[config.mk]
export PLATFORM = sky130hd
export DESIGN_NAME = pmq_cell
export DESIGN_NICKNAME = d
export VERILOG_FILES = /design/src/hdl/pmq_pkg.sv /design/src/hdl/pmq_cell.sv
export SDC_FILE = /design/constraint.sdc
export NUM_CORES = 1
export LEC_CHECK = 0
export ABC_AREA = 1
export BUFFER_PORTS_ARGS = -buffer_cell sky130_fd_sc_hd__buf_2
export CAP_MARGIN = 20
export CORE_AREA = 4 4 129 131
export CTS_CLUSTER_DIAMETER = 200
export DETAILED_ROUTE_END_ITERATION = 6
export DIE_AREA = 0 0 133 135
export GPL_TIMING_DRIVEN = 0
export PLACE_DENSITY = 0.63
export SYNTH_ARGS = -nofsm -noshare
export SYNTH_HDL_FRONTEND = slang
export SYNTH_SLANG_ARGS = --single-unit
[constraint.sdc]
create_clock -name clk -period 3.7 [get_ports clk]
set_input_delay 0.74 -clock clk [delete_from_list [all_inputs] [get_ports clk]]
set_output_delay 0.74 -clock clk [all_outputs]
set_load 0.005 [all_outputs]
[src/hdl/pmq_pkg.sv]
// Package: shared types, codes and constants for the priority message queue.
`timescale 1ns / 1ps

package pmq_pkg;

  localparam int QUEUE_DEPTH_DEF     = 128;
  localparam int DATA_WIDTH_DEF      = 64;
  localparam int PRIORITY_LEVELS     = 256;

  localparam int PRIO_W              = 8;
  localparam int LEN_W               = 11;
  localparam int MAXMSG_W            = 8;
  localparam int BUF_W               = 16;
  localparam int ID_W                = 8;
  localparam int CMD_W               = 2;
  localparam int STATUS_W            = 2;
  localparam int COUNT_OUT_W         = 8;
  localparam int CFG_DATA_W          = 11;
  localparam int CFG_INDEX_W         = 1;

  localparam logic [MAXMSG_W-1:0] MAX_MESSAGES_RST = MAXMSG_W'(128);
  localparam logic [LEN_W-1:0]    MAX_LENGTH_RST   = LEN_W'(1024);

  localparam logic [PRIO_W-1:0] PRIO_SAT =
    (PRIORITY_LEVELS > 256) ? {PRIO_W{1'b1}} : PRIO_W'(PRIORITY_LEVELS - 1);

  localparam logic [CFG_INDEX_W-1:0] CFG_MAX_MESSAGES = 1'b0;
  localparam logic [CFG_INDEX_W-1:0] CFG_MAX_LENGTH   = 1'b1;

  typedef enum logic [CMD_W-1:0] {
    CMD_SEND    = 2'd0,
    CMD_RECEIVE = 2'd1,
    CMD_ARM     = 2'd2,
    CMD_DISARM  = 2'd3
  } cmd_t;

  typedef enum logic [STATUS_W-1:0] {
    ST_OK    = 2'd0,
    ST_SIZE  = 2'd1,
    ST_LIMIT = 2'd2,
    ST_BUSY  = 2'd3
  } status_t;

  typedef enum logic [1:0] {
    CELL_HOLD   = 2'd0,
    CELL_INSERT = 2'd1,
    CELL_POP    = 2'd2
  } cell_op_t;

  typedef struct packed {
    cell_op_t            op;
    logic [PRIO_W-1:0]   prio;
  } cell_ctrl_t;

endpackage

[src/hdl/pmq_cell.sv]
// Cell: one sorted queue slot that holds, takes a new message or shifts along the row.
`timescale 1ns / 1ps

module pmq_cell #(
  parameter int DATA_WIDTH = pmq_pkg::DATA_WIDTH_DEF
) (
  input  logic                         clk,
  input  logic                         rst,
  input  pmq_pkg::cell_ctrl_t          ctrl,
  input  logic [DATA_WIDTH-1:0]        new_data,
  input  logic [pmq_pkg::LEN_W-1:0]    new_length,
  input  logic                         left_ge,
  input  logic                         left_valid,
  input  logic [DATA_WIDTH-1:0]        left_data,
  input  logic [pmq_pkg::LEN_W-1:0]    left_length,
  input  logic [pmq_pkg::PRIO_W-1:0]   left_prio,
  input  logic                         right_valid,
  input  logic [DATA_WIDTH-1:0]        right_data,
  input  logic [pmq_pkg::LEN_W-1:0]    right_length,
  input  logic [pmq_pkg::PRIO_W-1:0]   right_prio,
  output logic                         valid,
  output logic [DATA_WIDTH-1:0]        data,
  output logic [pmq_pkg::LEN_W-1:0]    length,
  output logic [pmq_pkg::PRIO_W-1:0]   prio,
  output logic                         ge
);

  logic                       valid_next;
  logic [DATA_WIDTH-1:0]      data_next;
  logic [pmq_pkg::LEN_W-1:0]  length_next;
  logic [pmq_pkg::PRIO_W-1:0] prio_next;

  assign ge = valid && (prio >= ctrl.prio);

  always_comb begin
    valid_next  = valid;
    data_next   = data;
    length_next = length;
    prio_next   = prio;
    unique case (ctrl.op)
      pmq_pkg::CELL_INSERT: begin
        if (!ge) begin
          if (left_ge) begin
            valid_next  = 1'b1;
            data_next   = new_data;
            length_next = new_length;
            prio_next   = ctrl.prio;
          end else begin
            valid_next  = left_valid;
            data_next   = left_data;
            length_next = left_length;
            prio_next   = left_prio;
          end
        end
      end
      pmq_pkg::CELL_POP: begin
        valid_next  = right_valid;
        data_next   = right_data;
        length_next = right_length;
        prio_next   = right_prio;
      end
      default: begin
      end
    endcase
  end

  always_ff @(posedge clk) begin
    if (rst) begin
      valid <= 1'b0;
    end else begin
      valid <= valid_next;
    end
  end

  always_ff @(posedge clk) begin
    data   <= data_next;
    length <= length_next;
    prio   <= prio_next;
  end

endmodule

======== Word level (Yosys, flattened, before mapping) ========
Index checks and enable logic that the tools add are counted.
storage, ports and cells
  output and inout port bits .............. 85
  word-level logic and storage cells ...... 23
  flip-flop bits (word level) ............. 84
cells by class
  equality and inequality tests ........... 3
  mux-type cells .......................... 12
  order comparisons ....................... 1
  reductions and logical operators ........ 3
operator list
  kind                  count
  $mux W64              2
  $pmux W64 S2          1
  $mux W11              2
  $pmux W11 S2          1
  $mux W8               2
  $pmux W8 S2           1
  $ge A8 B8 Y1          1
  $eq A2 B1 Y1 const B  1
  $eq A2 B2 Y1 const B  1
  $mux W1               2
  $ne A2 B2 Y1 const B  1
  $pmux W1 S2           1
  $reduce_and A2 Y1     1
  $reduce_bool A2 Y1    1
  $logic_and A1 B1 Y1   1

======== Depth between registers and ports, before layout ========
Gate-level depths: netlist of the first run.
  word-level depth ........................ 4
  gate-level depth with buffers ........... 14
  depth with buffers taken out ............ 14

======== Least setup slack after synthesis of the first run ========
No wires, ideal clock.
  path kind ............................... input to register
  start ................................... in ctrl[7] in the netlist's numbering
  end ..................................... reg data[0], enable pin
  arrival ................................. 3.349 ns
  slack ................................... -0.093 ns
  buffers on the path ..................... 0
  stages on the path ...................... 8
  cell sequence ........................... inv_1 ha_1 a21o_1 nor2_1 nand3_1 nand2_2 nand2_4 nand2_1
between the ends
  cells in the longest elaborated chain, start to end .. 4
RTL lines
  element                             RTL line        text
  start: declaration                  pmq_cell.sv:9   input pmq_pkg::cell_ctrl_t ctrl,
  $ge A8 B8 Y1                        pmq_cell.sv:33  assign ge = valid && (prio >= ctrl.prio);
  $logic_and A1 B1 Y1                 pmq_cell.sv:33
  $ne A2 B2 Y1 (no source line)       --
  $reduce_and A2 Y1 (no source line)  --
  end signal: assignment              pmq_cell.sv:76  data <= data_next;
  end: declaration                    pmq_cell.sv:22  output logic [DATA_WIDTH-1:0] data,
No other way between the ends.
A chain may end at the register's enable or synchronous reset.

======== Worst setup path after layout of the first run ========
  start ................................... in ctrl[5] in the netlist's numbering
  end ..................................... out ge
between the ends
  cells in the longest elaborated chain, start to end .. 2
RTL lines
  element              RTL line        text
  $ge A8 B8 Y1         pmq_cell.sv:33
  $logic_and A1 B1 Y1  pmq_cell.sv:33
  end: declaration     pmq_cell.sv:25  output logic ge
No other way between the ends.

==> reports/metrics.yaml, run 1 <==
placed_area_mm2: 0.006491
ys_ff_latch: 84
htree_num_levels: 3
dp_hpwl_um: 13450
core_mm2: 0.01560
multi_input_comb_area_mm2: 0.001715
drc: 0
grt_overflow: 0
fp-row-count: 46
setup_viol: 0
gp_congestion: 0.7841
grtUsageTotal_pct: 18.01
critPathCaptureType: "output pin"
syn_inst: 504
reg2reg_slack_ps: 1300
finalCritPeriodShare_pct: 70.58
initial_core_util_pct: 28.78
drive_gt1_share_pct: 46.63
startpoint_type: "input pin"
tightest_slew_ps: 502.3
clk_path_buf_depth: 2
drtIter0Drc: 202
syn_avg_cell_area_um2: 8.907
endpoint: "ge"
die_y_um: 135
outcome: "finished, final reports clean"
grt_pass1_wl_um: 25300
port-buffer-count: 339
worst-r2r-cell-count: 8
vias: 4935
ioPinCount: 341
drt-vias-per-instance: 4.586
synth_nets: 768
ys_seq_area_share_pct: 55.96
root_buffer: "clkbuf_16"
drv_slew: 0
yosysUniqueCellTypes: 21
arrival_ps: 1870
drv_cap: 0
synth_edf_count: 83
wire_per_inst_um: 15.89
required_ps: 2960
period_needed_ps: 2611
yosys_most_used_dff: "edfxtp_1"
r2r-start: "prio[7]"
seq_area_mm2: 0.002512
hold_path_class: "reg -> reg"
crit_start: "ctrl[5]"
power_leakage_nw: 3.315
nNetsFinal: 1119
cts_made_buffers: 9
relSlewSlack_pct: 66.51
mostFrequentLayoutCells: "buf_2 (368), nand2_1 (161), nor2_1 (93)"
cts-hold-fix-buffers: 0
critPathMaxFanout: 2
hold_viol_final: 0
syn_area_mm2: 0.004489
fillers: 1647
die_w_um: 133
wl_um: 17090
antenna_found_initial: 0
clock_sinks: 84
min_from: "valid"
cts_setup_buffers: 0
cts_tree: "done"
reg2reg_to: "data[19]"
max_freq_mhz: 382.9
fin_skew_ps: 8.000
postLayoutCellArea_mm2: 0.006800
grt_pass1_vias: 4906
holdWs_ps: 604.7
clk_pin_slew_ps: 60
clk_latency_ps: 330
area_growth_pct: 51.48
crit_type: "in -> out"
layout_commonest_cell: "buf_2"
num_antenna_cells: 0
die_area_mm2: 0.01796
ys_warn_count: 0
grt_max_degree: 51
ir_drop_v: 0.0002028
ctsResizeCount: 0
rsz0062_at_grt: "false"
powerDensity_mw_per_mm2: 390.4
dr.pass1.iters: 5
async_flop_share_pct: 0
ant_nets: 0
-- sequential cells by signal, indices dropped and copies added (netlist names) --
| register | flops |
|---|---|
| length | 11 |
| data | 64 |
| prio | 8 |
| valid | 1 |
-- cell families (layout without fill, tap and decap cells) --
kind of cell	Yosys count	in the layout	share of synthesized area, %
AOI/OAI and AO/OA	95	95	12.85
adders and majority gates	8	8	2.230
buffers and inverters	52	408	5.992
DFF	84	84	55.96
and+or+nand+nor	265	265	22.97
-- cell type report --
type | instances | area share (%)
Buffer | 36 | 3.073
Clock buffer | 11 | 3.422
Clock inverter | 5 | 1.122
Inverter | 16 | 0.8832
Multi-Input combinational cell | 368 | 25.23
Sequential cell | 84 | 36.95
Tap cell | 216 | 3.974
Timing Repair Buffer | 340 | 25.35
-- report_power, final --
part / switching (W) / total (W) / internal, W / leakage (nW)
registers: 0.0000239 / 0.00119 / 0.00116 / 0.808
clock network: 0.000362 / 0.000950 / 0.000589 / 0.147
logic: 0.000277 / 0.000520 / 0.000242 / 2.36
total: 0.000663 / 0.00266 / 0.00199 / 3.32
-- layer usage --
layer  global-route usage, %  share of wire [%]
met4                   6.005                1.9
met1                   21.47                 39
met3                   4.918                8.7
met2                   31.49                 51
met5                       0                  0
-- metrics by stage --
stage	setup WS, ps	util (%)	power (W)	cells	TNS [ps]
6_report	1089	43.60	0.002655	1076	0
5_1_grt	961.9	43.60	0.002796	1076	0
4_1_cts	1067	43.60	0.002692	1076	0
3_5_place_dp	803.2	41.62	0.001733	1060	0
3_3_place_gp	-41.22	41.41	0.001723	1059	-2971
2_1_floorplan	729.9	-	0.001429	504	0
-- synthesized netlist by cell type (2+ instances only) --
master,count,area share [%]
buf_4,4,0.67
ha_1,8,2.2
buf_2,29,3.2
nor2_1,93,7.8
nand2_4,2,0.50
buf_6,3,0.75
inv_2,3,0.25
o21ai_0,8,0.89
nand3_1,2,0.22
a31oi_1,76,11
inv_1,13,1.1
a21oi_1,9,1.0
nand2_2,2,0.28
nor2_2,2,0.28
nand2_1,162,14
edfxtp_1,83,56
-- worst min path at each step --
| stage | to | slack [ps] | cells after the start |
|---|---|---|---|
| global route | valid | 630 | 4 |
| floorplan | valid | 570 | 4 |
| CTS | valid | 610 | 4 |
| global placement | valid | 580 | 4 |
| detailed placement | valid | 600 | 4 |
| finish | valid | 600 | 4 |
-- critical path, stage by stage --
cell and delay (ps):
buf_2 80, inv_1 40, ha_1 300, a21oi_1 150, nor2_1 50, nor2_1 90, nand3_1 130, nand2_2 110
inv_1 40, buf_2 130
No activity file was read; power rests on OpenSTA's default activity.
==> run 2, diff against run 1 <==
- ABC_AREA: 1 -> 0
- CORE_AREA: 4 4 129 131 -> 4 4 130 132
- DIE_AREA: 0 0 133 135 -> 0 0 134 136
- PLACE_DENSITY: 0.63 -> 0.62
- clock period: 3.7 -> 2.2 ns (I/O delays scaled with it)
==> run 2 against run 1 <==
Against the previous run:
- the run now ends with negative setup slack left
- sequential power up 73%
- register-to-register slack worse by 1400 ps
- critical path depth down 4
- count of clock-buffer cells in the layout down 1
- worst hold slack worse by 240 ps
- utilization up 1.7 points
- clock power up 56%
- via count down 12%
- global-route usage down 2.4 points
- sequential cell count unchanged
- first-iteration DRC count down 52%
- sequential share of layout area down 1.7 points
- critical endpoint unchanged
- largest cell class unchanged
- largest power group unchanged
- highest routed layer unchanged
==> reports/metrics.yaml, run 2 <==
yosysUniqueCellTypes: 29  # +38%
wl_um: 15200  # -11%
crit_type: "reg -> out"
regMostFlops: "data"
setup_viol: 84  # +84
die_w_um: 134  # +0.75%
finalCritPeriodShare_pct: 106.8
htree_num_levels: 3  # unchanged
clockPowerShare_pct: 32.0  # -3.8 points
ys_warn_count: 0  # unchanged
powerDensity_mw_per_mm2: 647.7  # +66%
antenna_found_initial: 0  # unchanged
startpoint_type: "flip-flop"
required_ps: 1760  # -1200 ps
clk_latency_ps: 340  # about the same
fin_ws_ps: -149.1  # -1238 ps
postLayoutCellArea_mm2: 0.007119  # +4.7%
reg_top3: "data (64), length (11), prio (8)"
arrival_ps: 1910  # +40 ps
clock_sinks: 84  # unchanged
fin_skew_ps: 7.026  # -0.9739 ps
place_ws_ps: -830.1  # -1633 ps
ant_nets: 0  # unchanged
die_area_mm2: 0.01822  # +1.5%
drive_gt1_share_pct: 52.47  # +5.8 points
fp-row-count: 46  # unchanged
nNetsFinal: 1030  # -8.0%
syn_area_mm2: 0.004527  # +0.84%
largest_reg_flops: 64  # unchanged
ir_drop_v: 0.0004239  # +110%
grt_pass1_wl_um: 22050  # -13%
synth_edf_count: 83  # unchanged
placed_area_mm2: 0.006570  # +1.2%
critPathCaptureType: "output pin"
tightest_slew_ps: 733.3  # +231.0 ps
grt_pass1_vias: 4367  # -11%
cts_made_buffers: 9  # unchanged
mostFrequentLayoutCells: "buf_2 (346), mux2i_1 (84), nand2_1 (84)"
async_flop_share_pct: 0  # unchanged
drt-vias-per-instance: 4.397  # -4.1%
switching_share_pct: 25.15  # +0.19 points
grt_overflow: 0  # unchanged
intPower_w: 0.003452  # +73%
gp_congestion: 0.7573  # -3.4%
drv_slew: 0  # unchanged
core_mm2: 0.01571  # +0.74%
initial_core_util_pct: 28.81  # about the same
yosys-top-cells-area: "edfxtp_1 (55%), mux2i_1 (19%), o21ai_0 (8.0%)"
ys_ff_latch: 84  # unchanged
ioPinCount: 341  # unchanged
violations: "negative setup slack"
hold_path_class: "in -> reg"
ys_seq_area_share_pct: 55.50  # -0.46 points
p_switching_w: 0.001160  # +75%
clk_path_buf_depth: 2  # unchanged
num_antenna_cells: 0  # unchanged
area_growth_pct: 57.27
syn_avg_cell_area_um2: 11.40  # +28%
power_frac_seq_pct: 44.6  # about the same
critPathMaxFanout: 3  # +1
yosys_most_used_dff: "edfxtp_1"
max_freq_mhz: 425.7
synth_top_cell_area_share_pct: 55.06  # -0.46 points
port-buffer-count: 340  # +0.29%
rsz0062_at_grt: "true"
period_needed_ps: 2349
clk_pin_slew_ps: 60  # about the same
wire_per_inst_um: 15.41  # -3.0%
relSlewSlack_pct: 51.11  # -15 points
grt_max_degree: 16  # -69%
drtIter0Drc: 97  # -52%
synthTopCellsByCount: "mux2i_1 (84), nand2_1 (84), edfxtp_1 (83)"
root_buffer: "clkbuf_16"
die_y_um: 136  # +0.74%
hold_viol_final: 0  # unchanged
dr.pass1.iters: 4  # -1
p_comb_share_pct: 23.4  # +3.8 points
layout_commonest_cell: "buf_2"
grtUsageTotal_pct: 15.64  # -2.4 points
vias: 4335  # -12%
outcome: "finished, violations left"
dp_hpwl_um: 11860  # -12%
totalPowerFinal_w: 0.004611  # +74%
power_leakage_nw: 3.444  # +3.9%
syn_inst: 397  # -21%
cts_tree: "done"
drc: 0  # unchanged
synth_nets: 661  # -14%
yosysTopAreaCell: "edfxtp_1"
drv_cap: 0  # unchanged
## run 2: repair_timing
item,4_1_cts,5_1_grt
endpoints found under the hold margin,0,0
gates cloned,4,1
gates resized for setup,8,0
hold buffers,0,0
pin swaps,7,0
setup buffers,8,3
setup endpoints to repair,84,84
## run 2: cell type report
type                       count  area, µm²
fill                        1589       8593
multi-input combinational    278       1874
clock buffer                  10      229.0
inverter                       9      33.78
clock inverter                 5      53.80
timing repair buffer         357       1958
tap                          216      270.3
sequential                    84       2512
buffer                        27      187.7
## run 2: path summary, 6_finish.rpt
kind,start,endpoint,slack [ps],cells past startpoint
hold / removal,rst,valid,360,3
setup / recovery,prio[2],ge,-150,6
hold reg to reg,valid,valid,630,1
setup reg to reg,prio[2],length[7],-100,8
## run 2: power groups by stage
stage / clock network (W) / registers, W / logic [W]
2_1_floorplan: 0 / 0.00213 / 0.000365
3_3_place_gp: 0 / 0.00209 / 0.000921
3_5_place_dp: 0 / 0.00209 / 0.000949
4_1_cts: 0.00152 / 0.00206 / 0.00108
5_1_grt: 0.00158 / 0.00208 / 0.00119
6_report: 0.00148 / 0.00206 / 0.00108
## run 2: logic make-up (layout without fill, tap and decap cells)
group	after synthesis	after routing	share of synthesized area (%)
fa+ha+maj	8	8	2.211
mux	84	84	18.57
buf+inv	36	408	4.892
simple gates	92	92	8.071
compound gates	92	93	10.56
xor+xnor	1	1	0.1935
flops	84	84	55.50
## run 2: critical path: stages (launching register included)
cell and delay [ps]:
edfxtp_1 430, ha_4 250, a211o_1 280, a31oi_4 180
o311ai_4 130, and2_1 160, buf_2 130
## run 2: metrics by stage
step / cells / hold WS, ps / utilization, % / TNS, ps
floorplan: 397 / 578.6 / - / -77790
finish: 986 / 363.8 / 45.31 / -6169
global route: 986 / 356.5 / 45.31 / -14200
detailed placement: 955 / 630.0 / 41.81 / -63010
CTS: 982 / 345.7 / 45.01 / -6279
global placement: 953 / 611.1 / 41.56 / -152850
## run 2: routing by layer
metal,track usage (%),share of wire (%)
met1,17.79,39
met2,28.44,51
met3,4.367,8.3
met4,4.971,1.3
met5,0,0
==> run 3, diff against run 2 <==
- TNS_END_PERCENT: default -> 10
==> run 3 against run 2 <==
Against the previous run:
- critical endpoint unchanged
- clock skew is 1.2 ps higher
- routed wire length down 0.62%
- global-route usage stayed put
- sequential power is essentially flat
- count of clock-buffer cells in the layout did not move
- utilization fell by 0.21 points
- final cell count down 0.20%
- largest cell class unchanged
- sequential cell count stayed put
- the run still ends with negative setup slack left
- maximum frequency grew 0.17%
- via count decreased by 0.32%
==> reports/metrics.yaml, run 3 (same netlist as run 2, synthesis figures left out) <==
outcome: "finished, violations left"
violations: "negative setup slack"
die_w_um: 134  # unchanged
path_cells: "ha_4 > a211o_1 > a31oi_4 > o311ai_4 > and2_1 > buf_2"
max_freq_mhz: 426.4  # +0.17%
cts-hold-fix-buffers: 0  # unchanged
grt_max_degree: 16  # unchanged
drtIter0Drc: 117  # +21%
vias: 4321  # -0.32%
utilization_pct: 45.10  # -0.21 points
ir_drop_v: 0.0004262  # +0.55%
clk_pin_slew_ps: 60  # about the same
fp-row-count: 46  # unchanged
totalPowerFinal_w: 0.004592  # -0.41%
crit_family: "compound AO/OA/AOI/OAI gates"
drv_slew: 0  # unchanged
startpoint_type: "flip-flop"
dp_hpwl_um: 11860  # unchanged
required_ps: 1760  # about the same
p_switching_w: 0.001154  # -0.50%
nNetsFinal: 1028  # -0.19%
initial_core_util_pct: 28.81  # unchanged
layout_commonest_cell: "buf_2"
core_mm2: 0.01571  # unchanged
grtUsageTotal_pct: 15.64  # unchanged
die_y_um: 136  # unchanged
finalCritPeriodShare_pct: 106.6  # -0.18 points
crit_buf_inv: 1  # unchanged
switching_share_pct: 25.13  # about the same
clk_latency_ps: 340  # about the same
critPathCaptureType: "output pin"
fin_skew_ps: 8.261  # +1.235 ps
drv_cap: 0  # unchanged
critPathMaxFanout: 3  # unchanged
ioPinCount: 341  # unchanged
p_comb_share_pct: 23.2  # -0.2 points
num_antenna_cells: 0  # unchanged
wl_um: 15100  # -0.62%
port-buffer-count: 340  # unchanged
drt-vias-per-instance: 4.391  # -0.12%
grt_pass1_vias: 4364  # -0.069%
antenna_found_initial: 0  # unchanged
period_needed_ps: 2345  # -3.909 ps
cts_tree: "done"
area_growth_pct: 56.55
relSlewSlack_pct: 50.36  # -0.76 points
die_area_mm2: 0.01822  # unchanged
clockPowerShare_pct: 32.1  # about the same
powerDensity_mw_per_mm2: 648.0  # about the same
regMostFlops: "data"
largest_reg_flops: 64  # unchanged
grt_pass1_wl_um: 22050  # unchanged
clk_path_buf_depth: 2  # unchanged
power_frac_seq_pct: 44.8  # +0.2 points
hold_path_class: "in -> reg"
power_leakage_nw: 3.427  # -0.50%
intPower_w: 0.003439  # -0.38%
htree_num_levels: 3  # unchanged
drc: 0  # unchanged
grt_overflow: 0  # unchanged
wire_per_inst_um: 15.35  # -0.42%
setup_viol: 69  # -18%
mostFrequentLayoutCells: "buf_2 (346), mux2i_1 (84), nand2_1 (84)"
max_stage_delay_ps: 430  # about the same
cts_made_buffers: 9  # unchanged
clock_sinks: 84  # unchanged
drive_gt1_share_pct: 52.34  # -0.12 points
gp_congestion: 0.7573  # unchanged
ant_nets: 0  # unchanged
root_buffer: "clkbuf_16"
dr.pass1.iters: 4  # unchanged
reg_top3: "data (64), length (11), prio (8)"
timing.setup.tns_ps: -5285  # +884.0 ps
crit_type: "reg -> out"
tightest_slew_ps: 744.6  # +11.34 ps
hold_viol_final: 0  # unchanged
cpMaxStageDelayCell: "edfxtp_1"
rsz0062_at_grt: "true"
fin_ws_ps: -145.2  # +3.909 ps
arrival_ps: 1910  # about the same
## run 3: cell types whose count changed in the layout (fill, tap and decap cells not counted)
cell       delta
buf_4         -1
clkbuf_16     -1
## run 3: cell type report
cell class | instances | area (µm²)
fillers | 1597 | 8626
flip-flops and latches | 84 | 2512
repair buffers | 355 | 1926
multi-input cells | 278 | 1874
well taps | 216 | 270.3
clock buffers | 10 | 229.0
plain buffers | 27 | 187.7
clock inverters | 5 | 53.80
inverters | 9 | 33.78
## run 3: metal layers
metal  global-route usage (%)  part of all wire (%)
met5                        0                     0
met3                    4.367                   8.3
met1                    17.79                    39
met2                    28.44                    51
met4                    4.971                   1.3
## run 3: worst min-delay path, delay by kind of cell
family	cells	cell delay (ps)
AO/OA/AOI/OAI	2	130
buffers and inverters	1	70
## run 3: final timing paths
kind                               from  cells after the start        end  slack (ps)
worst max-delay path            prio[2]                      6         ge        -150
worst min-delay path                rst                      3      valid         360
worst max register to register  prio[2]                      8  length[0]        -110
worst min register to register    valid                      1      valid         630
## run 3: repair_timing
action	in CTS	in global routing
setup endpoints to repair	84	84
cloned	4	0
setup buffers	7	3
gates resized for setup	8	0
pin swaps	7	0
## run 3: power groups by stage
stage	registers (W)	logic, W	clock network (W)
after floorplan	0.00213	0.000365	0
after global placement	0.00209	0.000921	0
after detailed placement	0.00209	0.000949	0
after CTS	0.00206	0.00108	0.00152
after global routing	0.00208	0.00117	0.00158
final	0.00206	0.00106	0.00147
## run 3: stage by stage
stage	setup WS, ps	hold WS [ps]	area, µm²	cells
floorplan	-937.2	578.6	4558	397
global placement	-1847	611.1	6530	953
detailed placement	-830.1	630.0	6570	955
CTS	-210.9	345.7	7064	981
global route	-256.5	356.5	7087	984
finish	-145.2	363.4	7087	984
